===== src/rtl/bfb_pkg.sv =====
// ----------------------------------------------------------------------------
// bfb_pkg
// request and status codes and the control word that travels along the
// bin cell chain
// ----------------------------------------------------------------------------
package bfb_pkg;

    localparam logic [2:0] REQ_LOAD   = 3'd0;
    localparam logic [2:0] REQ_UPDATE = 3'd1;
    localparam logic [2:0] REQ_MOST   = 3'd2;
    localparam logic [2:0] REQ_BEST   = 3'd3;
    localparam logic [2:0] REQ_READ   = 3'd4;

    localparam logic [1:0] ST_OK   = 2'd0;
    localparam logic [1:0] ST_NONE = 2'd1;
    localparam logic [1:0] ST_FULL = 2'd2;
    localparam logic [1:0] ST_ZERO = 2'd3;

    typedef struct packed {
        logic       valid;
        logic [2:0] op;
        logic       excl;
        logic       found;
        logic       do_load;
        logic [1:0] status;
    } tok_ctrl_t;

endpackage


===== src/rtl/bfb_cell.sv =====
// ----------------------------------------------------------------------------
// bfb_cell
// one table slot: holds a bin id and volume, applies the passing request
// to its slot and hands the running best on to the next cell
// ----------------------------------------------------------------------------
module bfb_cell
    import bfb_pkg::*;
#(
    parameter int ID_BITS     = 16,
    parameter int VOLUME_BITS = 24,
    parameter int CNT_W       = 7,
    parameter int CELL_INDEX  = 0
) (
    input  logic                   clk,
    input  logic                   rst_n,
    input  logic [CNT_W-1:0]       bin_count,
    input  logic [ID_BITS-1:0]     key_id,
    input  logic [VOLUME_BITS-1:0] key_vol,
    input  tok_ctrl_t              ctrl_in,
    input  logic [ID_BITS-1:0]     best_id_in,
    input  logic [VOLUME_BITS-1:0] best_vol_in,
    output tok_ctrl_t              ctrl_out,
    output logic [ID_BITS-1:0]     best_id_out,
    output logic [VOLUME_BITS-1:0] best_vol_out
);

    localparam logic [CNT_W-1:0] MY_INDEX = CNT_W'(CELL_INDEX);

    logic [ID_BITS-1:0]     id_reg, id_next;
    logic [VOLUME_BITS-1:0] vol_reg, vol_next;
    tok_ctrl_t              ctrl_reg, ctrl_next;
    logic [ID_BITS-1:0]     best_id_reg, best_id_next;
    logic [VOLUME_BITS-1:0] best_vol_reg, best_vol_next;

    logic in_use;
    logic id_hit;
    logic take;

    always_comb
    begin
        in_use        = (MY_INDEX < bin_count);
        id_hit        = (id_reg == key_id);
        take          = 1'b0;
        id_next       = id_reg;
        vol_next      = vol_reg;
        ctrl_next     = ctrl_in;
        best_id_next  = best_id_in;
        best_vol_next = best_vol_in;

        if (ctrl_in.valid)
        begin
            case (ctrl_in.op)
                REQ_LOAD:
                begin
                    if (ctrl_in.do_load && (MY_INDEX == bin_count))
                    begin
                        id_next  = key_id;
                        vol_next = key_vol;
                    end
                end
                REQ_UPDATE:
                begin
                    if (in_use && !ctrl_in.found && id_hit)
                    begin
                        vol_next        = key_vol;
                        ctrl_next.found = 1'b1;
                    end
                end
                REQ_READ:
                begin
                    take = in_use && !ctrl_in.found && id_hit;
                end
                REQ_MOST:
                begin
                    take = in_use && (!ctrl_in.found || (vol_reg > best_vol_in));
                end
                REQ_BEST:
                begin
                    take = in_use && !(ctrl_in.excl && id_hit) && (vol_reg > key_vol)
                           && (!ctrl_in.found || (vol_reg < best_vol_in));
                end
                default:
                begin
                    take = 1'b0;
                end
            endcase
        end

        if (take)
        begin
            ctrl_next.found = 1'b1;
            best_id_next    = id_reg;
            best_vol_next   = vol_reg;
        end
    end

    always_ff @(posedge clk or negedge rst_n)
    begin
        if (!rst_n)
        begin
            ctrl_reg <= '0;
        end
        else
        begin
            ctrl_reg <= ctrl_next;
        end
    end

    always_ff @(posedge clk)
    begin
        id_reg       <= id_next;
        vol_reg      <= vol_next;
        best_id_reg  <= best_id_next;
        best_vol_reg <= best_vol_next;
    end

    assign ctrl_out     = ctrl_reg;
    assign best_id_out  = best_id_reg;
    assign best_vol_out = best_vol_reg;

endmodule


===== config.mk =====
export PLATFORM = sky130hd
export DESIGN_NAME = bfb_cell
export DESIGN_NICKNAME = d
export VERILOG_FILES = /design/src/rtl/bfb_pkg.sv /design/src/rtl/bfb_cell.sv
export SDC_FILE = /design/constraint.sdc
export NUM_CORES = 1
export LEC_CHECK = 0
export BUFFER_PORTS_ARGS = -buffer_cell sky130_fd_sc_hd__buf_2
export CORE_MARGIN = 8
export CORE_UTILIZATION = 51
export DETAILED_ROUTE_END_ITERATION = 6
export PLACE_DENSITY = 0.81
export SETUP_SLACK_MARGIN = 0.4
export SYNTH_ARGS = -nofsm -noshare
export SYNTH_HDL_FRONTEND = slang
export SYNTH_SLANG_ARGS = --single-unit

===== constraint.sdc =====
create_clock -name clk -period 3.02 [get_ports clk]
set_input_delay 0.151 -clock clk [delete_from_list [all_inputs] [get_ports clk]]
set_output_delay 0.151 -clock clk [all_outputs]
set_load 0.02 [all_outputs]

==> results.md <==
* Max Slew Vio Count at 0
* Gpl congestion at just under 0.9
* Final HPWL DP at about 8500 microns
* Layout Nets at around 720
* Status: completed
* Core area at around 0.0086 sq mm
* Ys Warns at 0
* DR iter-0 viols at 180
* Synthesized net count at roughly 490
* TritonRoute pass-1 iters at 4
* Total CTS buffers at 9
* TritonCTS clock tree: built
* Latest clock arrival within the worst-skew pair at about 0.35 ns
* Max VDD drop at between 0.15 and 0.2 mV
* P&R area growth vs syn at 42.1%
* WL per Instance at about 17 microns
* DIE AREA at 0.0119 sq mm
* Hold Crit Class: in -> reg
* Sequential cell area fraction in the yosys report at 50.6%
* Clock Power Share at between 30% and 40%
* Starting density of the core at just over 50%
* Hold Fails Final Rpt at 0
* First-pass GRT wire length at ~18,000 microns
* Minimum clock period at 2.86 ns
* Clock H-tree levels at 3
* Commonest cells after routing, fill and taps aside: buf_2 (146), inv_1 (47), dlygate4sd3_1 (47), ha_1 (45)
* DR vias at 3,471
* Setup crit start: vol_reg[22]
* IO buf count at around 150
* Final Cycle Share at between 90% and 100%
* Max Fclk at 350 MHz
* Yosys top cell by area: edfxtp_1
* Maximum root-to-sink buffer count at 2
* Vias per std cell at between 5 and 6
* Routed Antenna Nets at 0
* Leak at ~3 nW
* # rows at 34
* Crit Path Class: reg -> reg
* Post-synthesis cell type count at 38
* Syn Std Cell Area at between 0.004 and 0.005 sq mm
* Post-route DRC at 0
* CP required at approximately 3.3 ns
* Top-area cell type share of the netlist area at between 20 and 30%
* Die Ht at about 110 microns
* Max cap viols at 0
* Layout cells sized above 1 at a little over two fifths
* Ant. Diodes at 0
* CTS Root Cell: clkbuf_8
* Switching Share at between 20% and 30%
* GRT Overall Usage at 19.5%
* Crit Reg-Reg Startpoint: vol_reg[22]
* Syn avg cell area at roughly 13 sq um
* RSZ-0062 raised after global routing: true
* Largest net degree at the start of global routing at 25
* Power Density at 389 mW/mm^2
* Post-synth EDFFs at 40
* Worst slack, placed at around 0.11 ns
* Most common cell after layout, fill and taps aside: buf_2
* Setup WS post-layout at approximately 0.16 ns
* Synth Flop Type: edfxtp_1
* FF+latch count, synth at 89
* Clock Skew at roughly 0.017 ns
* Initial antenna violation count at 0
* # setup viols final at 0
* Die width at roughly 110 microns
* Setup TNS Final at 0 ns
* Total congestion overflow at 0
* Worst slew margin at around 63%
* Io pins at ~150
* Total Power at 2.43 mW
* Seq pwr share at 53.7%
* Largest cells by area after synthesis: edfxtp_1 (27%), dfxtp_1 (18%), ha_1 (14%), mux2_4 (14%), dfrtp_1 (5.1%)
* Clock transition at the registers of the reported paths at roughly 0.1 ns
* Gate count of the mapped netlist at approximately 350
* Clock Sinks at between 80 and 90
* Fraction of registers with async set/reset at roughly 10%
* Crit end category: flop
* CP startpoint kind: flop
* Total wire length at 11,600 microns
* Vias in the first global route at roughly 3,800
* Worst slew pin tran at approximately 0.55 ns
* Combinational power share at roughly 16%
* Max FO, Critical Path at 6
* Psw at between 600 and 700 uW
* Crit path DAT at 3.09 ns
* Pint at ~1.8 mW
* Min-delay src: best_id_in[15]
## routing by layer
layer,wire [microns],global-route usage [%],vias up
met3,840,4.08,18
li1,-,-,1700
met5,0,0,-
met4,210,9.29,0
met2,6130,35.6,128
met1,4440,21.1,1625
## cells by family (layout without fill, tap and decap cells)
group	count (synthesis)	count (layout)	synth area share, %
DFF	89	89	50.6
buffers and inverters	51	282	5.04
xor gates and xnor gates	16	16	3.19
and+or+nand+nor	55	55	7.45
adders and majority gates	48	48	13.7
AOI/OAI and AO/OA	46	46	6.37
muxes	40	40	13.7
## worst paths after layout
kind / endpoint / slack [ns] / depth (start not counted)
worst min-delay path: best_id_out[15] / 0.02 / 2
worst max-delay path: best_vol_out[6] / 0.16 / 10
worst max register to register: best_vol_out[6] / 0.16 / 10
min in group asynchronous: ctrl_out[1] / 0.20 / 2
worst min register to register: best_vol_out[0] / 0.52 / 1
max in group asynchronous: ctrl_out[3] / 2.61 / 2
## cells in the mapped netlist (2+ instances only)
| library cell | count |
|---|---|
| nand4_1 | 11 |
| nor2_1 | 5 |
| o211ai_1 | 2 |
| nor4_1 | 6 |
| a21o_1 | 3 |
| dfrtp_1 | 9 |
| xor2_1 | 10 |
| a21oi_1 | 24 |
| nor2b_1 | 3 |
| xnor2_1 | 6 |
| nor4_2 | 2 |
| o21ai_0 | 8 |
| nand3b_1 | 2 |
| mux2_4 | 40 |
| ha_1 | 48 |
| nand2_1 | 9 |
| and4_1 | 3 |
| a221o_1 | 2 |
| nand3_1 | 5 |
| edfxtp_1 | 40 |
| inv_1 | 47 |
| dfxtp_1 | 40 |
| nand2b_1 | 2 |
| buf_6 | 4 |
## through the flow
step | std cells | hold WS (ns) | area (sq um) | utilization (%)
detailed placement | 601 | 0.0267 | 5310 | 62.1
CTS | 678 | 0.000594 | 6150 | 71.9
floorplan | 345 | -0.145 | 4400 | -
global route | 684 | 0.00180 | 6250 | 73.1
finish | 684 | 0.0179 | 6250 | 73.1
global placement | 601 | 0.0246 | 5310 | 62.1
## what timing repair did
item | CTS | global route
endpoints found under the hold margin | 51 | 4
pin swaps | 7 | 4
resized for setup | 6 | 4
hold buffers | 43 | 4
cloned | 2 | 1
endpoints found under the setup margin | 64 | 64
buffers inserted | 16 | 1
## cell type report
| cell class | count | area, sq um |
|---|---|---|
| repair buffers | 219 | 1520 |
| well taps | 108 | 135 |
| multi-input cells | 205 | 2010 |
| inverters | 47 | 176 |
| fillers | 542 | 2300 |
| clock buffers | 9 | 124 |
| clock inverters | 7 | 55.1 |
| flip-flops and latches | 89 | 2230 |
## critical path, stage by stage, from the launching register on
cell and delay [ns]:
edfxtp_1 0.40, ha_1 0.32, nand4_1 0.14, nor4_2 0.37
o31ai_1 0.13, a221o_1 0.40, o311ai_2 0.25, nand2_2 0.12
buf_12 0.17, clkbuf_16 0.16, mux2_4 0.29
## power groups by stage
stage               Clock [mW]  Sequential, mW  Combinational, mW
detailed placement           0            1.33              0.326
global route             0.809            1.31              0.423
floorplan                    0            1.38              0.126
finish                   0.735            1.30              0.389
global placement             0            1.33              0.316
CTS                      0.763            1.30              0.377
No activity file was read; power rests on OpenSTA's default activity.
